<file path="config.mk">
export PLATFORM = sky130hd
export DESIGN_NAME = decimal_seven_segment_shift_out_top
export DESIGN_NICKNAME = d
export VERILOG_FILES = /design/src/rtl/dsso_pkg.sv /design/src/rtl/decimal_seven_segment_shift_out_top.sv /design/src/rtl/dsso_front.sv /design/src/rtl/dsso_queue.sv /design/src/rtl/dsso_back.sv
export VERILOG_INCLUDE_DIRS = /design/src /design/src/rtl
export SDC_FILE = /design/constraint.sdc
export NUM_CORES = 1
export LEC_CHECK = 0
export BUFFER_PORTS_ARGS = -buffer_cell sky130_fd_sc_hd__buf_2
export CAP_MARGIN = 30
export CORE_UTILIZATION = 64
export CTS_CLUSTER_SIZE = 40
export DETAILED_ROUTE_END_ITERATION = 10
export PLACE_DENSITY = 0.92
export SETUP_SLACK_MARGIN = 0.4
export SLEW_MARGIN = 20
export SYNTH_ARGS = -nofsm -noshare
export SYNTH_HDL_FRONTEND = slang
export SYNTH_SLANG_ARGS = --single-unit
</file>
<file path="constraint.sdc">
create_clock -name i_clk -period 14.72 [get_ports i_clk]
set_input_delay 0.736 -clock i_clk [delete_from_list [all_inputs] [get_ports i_clk]]
set_output_delay 0.736 -clock i_clk [all_outputs]
set_load 0.03 [all_outputs]
</file>
<file path="src/rtl/decimal_seven_segment_shift_out_top_defines.svh">
// ----------------------------------------------------------------------------
// Assertion macros for the decimal seven-segment shift-out block
// Same-cycle and next-cycle implication checks, reset-qualified.
// ----------------------------------------------------------------------------
`ifndef DECIMAL_SEVEN_SEGMENT_SHIFT_OUT_TOP_DEFINES_SVH
`define DECIMAL_SEVEN_SEGMENT_SHIFT_OUT_TOP_DEFINES_SVH

// ante holds, cons holds in the same cycle
`define DSSO_ASSERT_NOW(label, clk, rst_n, ante, cons) \
    label: assert property (@(posedge clk) disable iff (!rst_n) (ante) |-> (cons)) \
        else $error("dsso: same-cycle check failed");

// ante holds, cons holds in the next cycle
`define DSSO_ASSERT_NEXT(label, clk, rst_n, ante, cons) \
    label: assert property (@(posedge clk) disable iff (!rst_n) (ante) |=> (cons)) \
        else $error("dsso: next-cycle check failed");

`endif

</file>
<file path="src/rtl/dsso_pkg.sv">
// ----------------------------------------------------------------------------
// dsso_pkg
// Constants and segment table for the decimal seven-segment shift-out block.
// ----------------------------------------------------------------------------
package dsso_pkg;

    localparam int VALUE_W     = 16;
    localparam int BYTE_W      = 8;
    localparam int DIGIT_W     = 4;
    localparam int POS_W       = 6;
    localparam int QUEUE_DEPTH = 2;

    // value / 10 == (value * RECIP) >> RECIP_SHIFT for all 16-bit values
    localparam logic [VALUE_W-1:0] RECIP       = 16'd52429;
    localparam int                 RECIP_SHIFT = 19;

    localparam logic [BYTE_W-1:0] SEG_BLANK = 8'h00;
    localparam logic [BYTE_W-1:0] SEG_ZERO  = 8'h6F;

    function automatic logic [BYTE_W-1:0] seg_pattern(input logic [DIGIT_W-1:0] digit);
        logic [BYTE_W-1:0] pat;
        case (digit)
            4'd0:    pat = SEG_ZERO;
            4'd1:    pat = 8'h0A;
            4'd2:    pat = 8'h76;
            4'd3:    pat = 8'h5E;
            4'd4:    pat = 8'h1B;
            4'd5:    pat = 8'h5D;
            4'd6:    pat = 8'h7D;
            4'd7:    pat = 8'h0E;
            4'd8:    pat = 8'h7F;
            4'd9:    pat = 8'h5F;
            default: pat = SEG_BLANK;
        endcase
        return pat;
    endfunction

endpackage

</file>
<file path="src/rtl/decimal_seven_segment_shift_out_top.sv">
// Output rate: the serialiser sends one frame bit per clock; a queued frame follows
//   with no gap, and the converter can take the next value while a frame is sent.
// Reset: synchronous, active low; clears converter state, queue and serialiser.
// Output bits are strobed for one cycle each; the receiver cannot stall.
// ----------------------------------------------------------------------------
// decimal_seven_segment_shift_out_top
// Binary to decimal, segment encoding and serial shift-out for a display chain.
// ----------------------------------------------------------------------------
module decimal_seven_segment_shift_out_top #(
    parameter int DIGIT_COUNT = 5
) (
    input  logic                          i_clk,
    input  logic                          i_rst_n,
    input  logic                          start,
    input  logic [dsso_pkg::VALUE_W-1:0]  i_value,
    output logic                          busy,
    output logic                          o_strobe,
    output logic                          o_serial_bit,
    output logic [dsso_pkg::POS_W-1:0]    o_bit_position,
    output logic                          o_latch_after
);

    localparam int FRAME_BITS = dsso_pkg::BYTE_W * (1 + DIGIT_COUNT);

    logic                  w_push;
    logic                  w_full;
    logic                  w_pop;
    logic                  w_empty;
    logic [FRAME_BITS-1:0] w_front_frame;
    logic [FRAME_BITS-1:0] w_queue_frame;

    dsso_front #(
        .DIGIT_COUNT (DIGIT_COUNT),
        .FRAME_BITS  (FRAME_BITS)
    ) u_front (
        .i_clk   (i_clk),
        .i_rst_n (i_rst_n),
        .start   (start),
        .i_value (i_value),
        .busy    (busy),
        .o_push  (w_push),
        .o_frame (w_front_frame),
        .i_full  (w_full)
    );

    dsso_queue #(
        .FRAME_BITS (FRAME_BITS)
    ) u_queue (
        .i_clk   (i_clk),
        .i_rst_n (i_rst_n),
        .i_push  (w_push),
        .i_frame (w_front_frame),
        .o_full  (w_full),
        .i_pop   (w_pop),
        .o_empty (w_empty),
        .o_frame (w_queue_frame)
    );

    dsso_back #(
        .FRAME_BITS (FRAME_BITS)
    ) u_back (
        .i_clk          (i_clk),
        .i_rst_n        (i_rst_n),
        .i_empty        (w_empty),
        .i_frame        (w_queue_frame),
        .o_pop          (w_pop),
        .o_strobe       (o_strobe),
        .o_serial_bit   (o_serial_bit),
        .o_bit_position (o_bit_position),
        .o_latch_after  (o_latch_after)
    );

endmodule

</file>
<file path="src/rtl/dsso_front.sv">
// ----------------------------------------------------------------------------
// dsso_front
// Takes a value, peels off one decimal digit a cycle and builds the frame.
// ----------------------------------------------------------------------------
module dsso_front #(
    parameter int DIGIT_COUNT = 5,
    parameter int FRAME_BITS  = 8 * (1 + DIGIT_COUNT)
) (
    input  logic                            i_clk,
    input  logic                            i_rst_n,
    input  logic                            start,
    input  logic [dsso_pkg::VALUE_W-1:0]    i_value,
    output logic                            busy,
    output logic                            o_push,
    output logic [FRAME_BITS-1:0]           o_frame,
    input  logic                            i_full
);

    localparam int          K_W    = $clog2(DIGIT_COUNT);
    localparam logic [K_W-1:0] LAST_K = K_W'(DIGIT_COUNT - 1);

    localparam logic [1:0] ST_IDLE = 2'd0;
    localparam logic [1:0] ST_CONV = 2'd1;
    localparam logic [1:0] ST_HOLD = 2'd2;

    logic [1:0]                      r_state, n_state;
    logic [K_W-1:0]                  r_k, n_k;
    logic [dsso_pkg::VALUE_W-1:0]    r_v, n_v;
    logic [FRAME_BITS-1:0]           r_frame, n_frame;

    logic [2*dsso_pkg::VALUE_W-1:0]  w_prod;
    logic [dsso_pkg::VALUE_W-1:0]    w_quot;
    logic [dsso_pkg::VALUE_W-1:0]    w_tens;
    logic [dsso_pkg::DIGIT_W-1:0]    w_rem;
    logic [dsso_pkg::BYTE_W-1:0]     w_seg;

    always_comb begin
        w_prod = 32'(r_v) * 32'(dsso_pkg::RECIP);
        w_quot = 16'(w_prod >> dsso_pkg::RECIP_SHIFT);
        w_tens = {w_quot[12:0], 3'b000} + {w_quot[14:0], 1'b0};
        w_rem  = 4'(r_v - w_tens);
        w_seg  = ((r_k == '0) || (r_v != '0)) ? dsso_pkg::seg_pattern(w_rem)
                                              : dsso_pkg::SEG_BLANK;
    end

    assign busy    = (r_state != ST_IDLE);
    assign o_push  = (r_state == ST_HOLD) && !i_full;
    assign o_frame = r_frame;

    always_comb begin
        n_state = r_state;
        n_k     = r_k;
        n_v     = r_v;
        n_frame = r_frame;
        case (r_state)
            ST_IDLE: begin
                if (start) begin
                    n_state = ST_CONV;
                    n_k     = '0;
                    n_v     = i_value;
                    n_frame = {dsso_pkg::SEG_ZERO, {(FRAME_BITS - dsso_pkg::BYTE_W){1'b0}}};
                end
            end
            ST_CONV: begin
                n_v     = w_quot;
                n_frame = {w_seg, r_frame[FRAME_BITS-1:dsso_pkg::BYTE_W]};
                n_k     = r_k + 1'b1;
                if (r_k == LAST_K) begin
                    n_state = ST_HOLD;
                end
            end
            ST_HOLD: begin
                if (!i_full) begin
                    n_state = ST_IDLE;
                end
            end
            default: begin
                n_state = ST_IDLE;
            end
        endcase
    end

    always_ff @(posedge i_clk) begin
        if (!i_rst_n) begin
            r_state <= ST_IDLE;
        end else begin
            r_state <= n_state;
        end
        r_k     <= n_k;
        r_v     <= n_v;
        r_frame <= n_frame;
    end

endmodule

</file>
<file path="src/rtl/dsso_queue.sv">
// ----------------------------------------------------------------------------
// dsso_queue
// Two-entry frame queue between the converter and the serialiser.
// ----------------------------------------------------------------------------
`include "decimal_seven_segment_shift_out_top_defines.svh"

module dsso_queue #(
    parameter int FRAME_BITS = 48
) (
    input  logic                  i_clk,
    input  logic                  i_rst_n,
    input  logic                  i_push,
    input  logic [FRAME_BITS-1:0] i_frame,
    output logic                  o_full,
    input  logic                  i_pop,
    output logic                  o_empty,
    output logic [FRAME_BITS-1:0] o_frame
);

    localparam int DEPTH = dsso_pkg::QUEUE_DEPTH;
    localparam int PTR_W = $clog2(DEPTH);
    localparam int CNT_W = $clog2(DEPTH + 1);
    localparam logic [PTR_W-1:0] LAST_PTR = PTR_W'(DEPTH - 1);

    logic [FRAME_BITS-1:0] r_mem [DEPTH];
    logic [PTR_W-1:0]      r_wr, n_wr;
    logic [PTR_W-1:0]      r_rd, n_rd;
    logic [CNT_W-1:0]      r_count, n_count;

    assign o_full  = (r_count == CNT_W'(DEPTH));
    assign o_empty = (r_count == '0);
    assign o_frame = r_mem[r_rd];

    always_comb begin
        n_wr    = r_wr;
        n_rd    = r_rd;
        n_count = r_count;
        if (i_push) begin
            n_wr = (r_wr == LAST_PTR) ? '0 : r_wr + 1'b1;
        end
        if (i_pop) begin
            n_rd = (r_rd == LAST_PTR) ? '0 : r_rd + 1'b1;
        end
        if (i_push && !i_pop) begin
            n_count = r_count + 1'b1;
        end else if (i_pop && !i_push) begin
            n_count = r_count - 1'b1;
        end
    end

    always_ff @(posedge i_clk) begin
        if (!i_rst_n) begin
            r_wr    <= '0;
            r_rd    <= '0;
            r_count <= '0;
        end else begin
            r_wr    <= n_wr;
            r_rd    <= n_rd;
            r_count <= n_count;
        end
        if (i_push) begin
            r_mem[r_wr] <= i_frame;
        end
    end

    `DSSO_ASSERT_NOW(a_no_push_full, i_clk, i_rst_n, i_push, !o_full)
    `DSSO_ASSERT_NOW(a_no_pop_empty, i_clk, i_rst_n, i_pop, !o_empty)

endmodule

</file>
<file path="src/rtl/dsso_back.sv">
// ----------------------------------------------------------------------------
// dsso_back
// Serialiser: shifts each frame out one bit a cycle, LSB first.
// ----------------------------------------------------------------------------
`include "decimal_seven_segment_shift_out_top_defines.svh"

module dsso_back #(
    parameter int FRAME_BITS = 48
) (
    input  logic                          i_clk,
    input  logic                          i_rst_n,
    input  logic                          i_empty,
    input  logic [FRAME_BITS-1:0]         i_frame,
    output logic                          o_pop,
    output logic                          o_strobe,
    output logic                          o_serial_bit,
    output logic [dsso_pkg::POS_W-1:0]    o_bit_position,
    output logic                          o_latch_after
);

    localparam int CNT_W = $clog2(FRAME_BITS);
    localparam logic [CNT_W-1:0]           LAST_POS   = CNT_W'(FRAME_BITS - 1);
    localparam logic [dsso_pkg::POS_W-1:0] LAST_POS_O = dsso_pkg::POS_W'(FRAME_BITS - 1);

    logic                  r_active, n_active;
    logic [CNT_W-1:0]      r_pos, n_pos;
    logic [FRAME_BITS-1:0] r_shift, n_shift;
    logic                  w_last;

    assign w_last = r_active && (r_pos == LAST_POS);
    assign o_pop  = (!r_active || w_last) && !i_empty;

    always_comb begin
        n_active = r_active;
        n_pos    = r_pos;
        n_shift  = r_shift;
        if (r_active && !w_last) begin
            n_pos   = r_pos + 1'b1;
            n_shift = {1'b0, r_shift[FRAME_BITS-1:1]};
        end else if (o_pop) begin
            n_active = 1'b1;
            n_pos    = '0;
            n_shift  = i_frame;
        end else begin
            n_active = 1'b0;
        end
    end

    always_ff @(posedge i_clk) begin
        if (!i_rst_n) begin
            r_active <= 1'b0;
            r_pos    <= '0;
        end else begin
            r_active <= n_active;
            r_pos    <= n_pos;
        end
        r_shift <= n_shift;
    end

    assign o_strobe       = r_active;
    assign o_serial_bit   = r_shift[0];
    assign o_bit_position = dsso_pkg::POS_W'(r_pos);
    assign o_latch_after  = w_last;

    `DSSO_ASSERT_NOW(a_latch_on_last, i_clk, i_rst_n, o_latch_after, o_bit_position == LAST_POS_O)
    `DSSO_ASSERT_NEXT(a_frame_contiguous, i_clk, i_rst_n, o_strobe && !o_latch_after, o_strobe && (o_bit_position == $past(o_bit_position) + 6'd1))

endmodule
</file>
==> flow_metrics.py <==
metrics = {
    "synth": {
        "syn_avg_cell_area_um2": 12.56,
        "synthesis.nets": 1263,
        "syn_area_um2": 12720,
        "seq_area_frac_synth": 0.4752,
        "synth_ff_type": "edfxtp_1",
        "syn_inst": 1013,
        "async_flop_share": 0,
        "ys_warn_count": 0,
        "synth_cell_type_count": 59,
        "synth-seq-cells": 206,
        "synth_edf_count": 192,
    },
    "final_layout": {
        "final_cell_mix": "192 x edfxtp_1, 167 x inv_1, 151 x ha_1",
        "post-route-util": 0.7083,
        "n_antenna_cell": 0,
        "fillCellCount": 1237,
        "nets": 1297,
        "seq_area_um2": 6047,
        "multi_input_area_um2": 5976,
        "drive_above_1_share": 0.08302,
        "syn_to_final_growth_pct": 8.339,
        "layout_commonest_cell": "edfxtp_1",
    },
    "status": {
        "status": "finished, final reports clean",
    },
    "sta": {
        "rsz0062_at_grt": "no",
        "tns_ns": 0,
        "fin_worst_skew_ns": 0.01737,
        "period_share": 0.5260,
        "slew_headroom": 0.3909,
        "clock.fmax_mhz": 129.2,
        "tightest_slew_ns": 0.9137,
        "maxSlewViolCount": 0,
        "hold_viol_final": 0,
        "layout_min_cycle_time_ns": 7.742,
        "setup_viol": 0,
    },
    "die": {
        "die_height_um": 143.0,
        "core_um2": 19460,
        "ios": 29,
        "die-area_um2": 20450,
        "start_util": 0.6537,
        "die_w_um": 143.0,
        "num_rows": 51,
    },
    "detailed_routing": {
        "viasPerCell": 5.804,
        "wl_met2_mm": 14.08,
        "vias": 7690,
        "wl_mm": 26.62,
        "wire_per_inst_um": 20.09,
        "ant_nets": 0,
        "wl_met3_mm": 1.276,
        "maxUsedRoutingLayer": "met4",
        "route.detailed.drc": 0,
        "drt-initial-drc-count": 566,
        "drt-met1-wl_mm": 10.18,
        "drtPass1Iterations": 5,
    },
    "grt": {
        "grt_overflow": 0,
        "antenna_found_initial": 0,
        "grt_use_total": 0.2757,
        "grt_first_pass_wirelength_mm": 42.05,
        "grt_max_degree": 93,
        "grt_pass1_vias": 8117,
    },
    "critical_path": {
        "endpoint_kind": "flop",
        "cp-start-kind": "flop",
        "critPathArrivalTime_ns": 8.05,
        "cp_max_fo": 7,
        "worst-r2r-cell-count": 27,
        "worstPathRequired_ns": 15.02,
        "worstSetupPathType": "flop to flop",
    },
    "clocking": {
        "clkTransAtPathRegs_ns": 0.08,
        "cts.repair.resized": 0,
        "cts_setup_buffers": 0,
        "cts_sinks": 206,
        "clockBufferDepth": 3,
        "htreeDepth": 1,
        "cts_tree": "yes",
        "ctsHoldBuffers": 0,
        "clock_latency_ns": 0.49,
        "ctsRootBufferMaster": "clkbuf_16",
        "cts_buffers": 19,
    },
    "placed_design": {
        "dpl.hpwl_mm": 18.57,
        "gp_congestion": 0.9942,
        "port_buffers": 28,
    },
    "job": {
        "maxCapViolCount": 0,
    },
    "worst_hold_path": {
        "holdPathStages": 0,
        "hold_path_class": "flop to flop",
    },
}
[synthesized netlist by cell type, drive strengths merged (2+ instances only)]
cell      n  area, um^2
a211o     4       36.29
a211oi    4       40.03
a21o      8       61.31
a21oi    12       60.06
a22oi     3       22.52
a31o      2       17.52
a31oi     4       25.02
and2     51       319.1
and3      5       31.28
and4      4       38.79
buf       2       15.01
clkbuf   22       82.58
dfxtp    14       280.3
edfxtp  192        5766
fa       80        1602
ha      151        1889
inv     168       630.6
mux2i    42       420.4
nand2    70       262.8
nand2b    2       12.51
nand3     8       40.04
nand4     5       31.28
nor2     21       78.83
nor2b     9       56.30
nor3      3       15.01
nor3b     2       15.01
nor4      2       12.51
o211ai    3       27.52
o21a      3       22.52
o21ai    58       290.3
o221ai    6       52.55
o22ai     2       12.51
o311ai    2       17.52
o31ai     2       15.01
or2       4       25.03
or3       4       30.03
xnor2    11       96.34
xor2     18       176.4
[metal layers]
metal  vias to the layer above  track usage
li1                       3533            -
met1                      3795       0.3214
met2                       287       0.5060
met3                        75      0.03622
met4                         0       0.1217
met5                         -            0
[final cells by class]
| cell class | count | area share |
|---|---|---|
| sequential | 206 | 0.4387 |
| clock inverter | 9 | 0.003903 |
| timing repair buffer | 37 | 0.01725 |
| multi-input combinational | 615 | 0.4335 |
| inverter | 168 | 0.04575 |
| clock buffer | 25 | 0.03685 |
| tap | 265 | 0.02405 |
[flip-flops by register name (all words and copies together) (netlist names), named ones only]
name	flops
u_queue.r_mem	84
u_back.r_shift	47
u_front.o_frame	42
u_front.r_v	16
u_back.o_bit_position	6
u_front.r_k	3
u_front.r_state	2
u_queue.r_count	2
u_back.o_strobe	1
u_queue.r_rd	1
u_queue.r_wr	1
[worst max-delay path, cell delays in order (launching register included)]
cell and delay (ns):
edfxtp_1 0.60, inv_1 0.09, ha_1 0.33, inv_1 0.06, fa_1 0.48, inv_1 0.06, fa_1 0.50, fa_1 0.53
fa_1 0.55, inv_1 0.05, fa_1 0.52, inv_1 0.04, ha_1 0.31, and4_2 0.26, nand3_1 0.10, a21oi_1 0.05
o31a_2 0.36, nor2_1 0.13, xnor2_1 0.11, ha_1 0.33, or3b_1 0.41, o2111ai_1 0.18, a211o_2 0.17, a41oi_2 0.03
o32ai_1 0.36, a31oi_1 0.26, or3_4 0.48, o221ai_1 0.20
[path summary, 6_finish.rpt]
kind	start	end	slack (ns)
max	u_front.r_v[3]$_DFFE_PP_	u_front.o_frame[40]$_SDFFCE_PN1P_	6.98
min	u_front.o_frame[4]$_SDFFCE_PN0P_	u_queue.r_mem[1][4]$_DFFE_PP_	0.45
max reg2reg	u_front.r_v[3]$_DFFE_PP_	u_front.o_frame[40]$_SDFFCE_PN1P_	6.98
min reg2reg	u_front.o_frame[4]$_SDFFCE_PN0P_	u_queue.r_mem[1][4]$_DFFE_PP_	0.45
[logic make-up (layout without fill, tap and decap cells)]
logic type / Yosys count / after routing / synth area share
AO/OA/AOI/OAI: 120 / 120 / 0.06058
XOR/XNOR: 29 / 29 / 0.02144
adder cells (fa/ha/maj): 231 / 231 / 0.2744
multiplexers: 42 / 42 / 0.03304
flip-flops: 206 / 206 / 0.4752
AND/OR/NAND/NOR: 193 / 193 / 0.07818
buffers and inverters: 192 / 239 / 0.05723
[through the flow]
| step | worst slack [ns] | instances | cell area [um^2] | hold WS [ns] |
|---|---|---|---|---|
| floorplan | 7.647 | 1013 | 12720 | 0.4215 |
| global placement | 7.254 | 1288 | 13170 | 0.4224 |
| detailed placement | 7.135 | 1291 | 13220 | 0.4296 |
| CTS | 7.047 | 1325 | 13780 | 0.4417 |
| global route | 6.628 | 1325 | 13780 | 0.4443 |
| finish | 6.978 | 1325 | 13780 | 0.4454 |
Power is left out: the tool's default activity adds up to more than one toggle a clock period on the data nets, which glitch-free logic cannot reach.
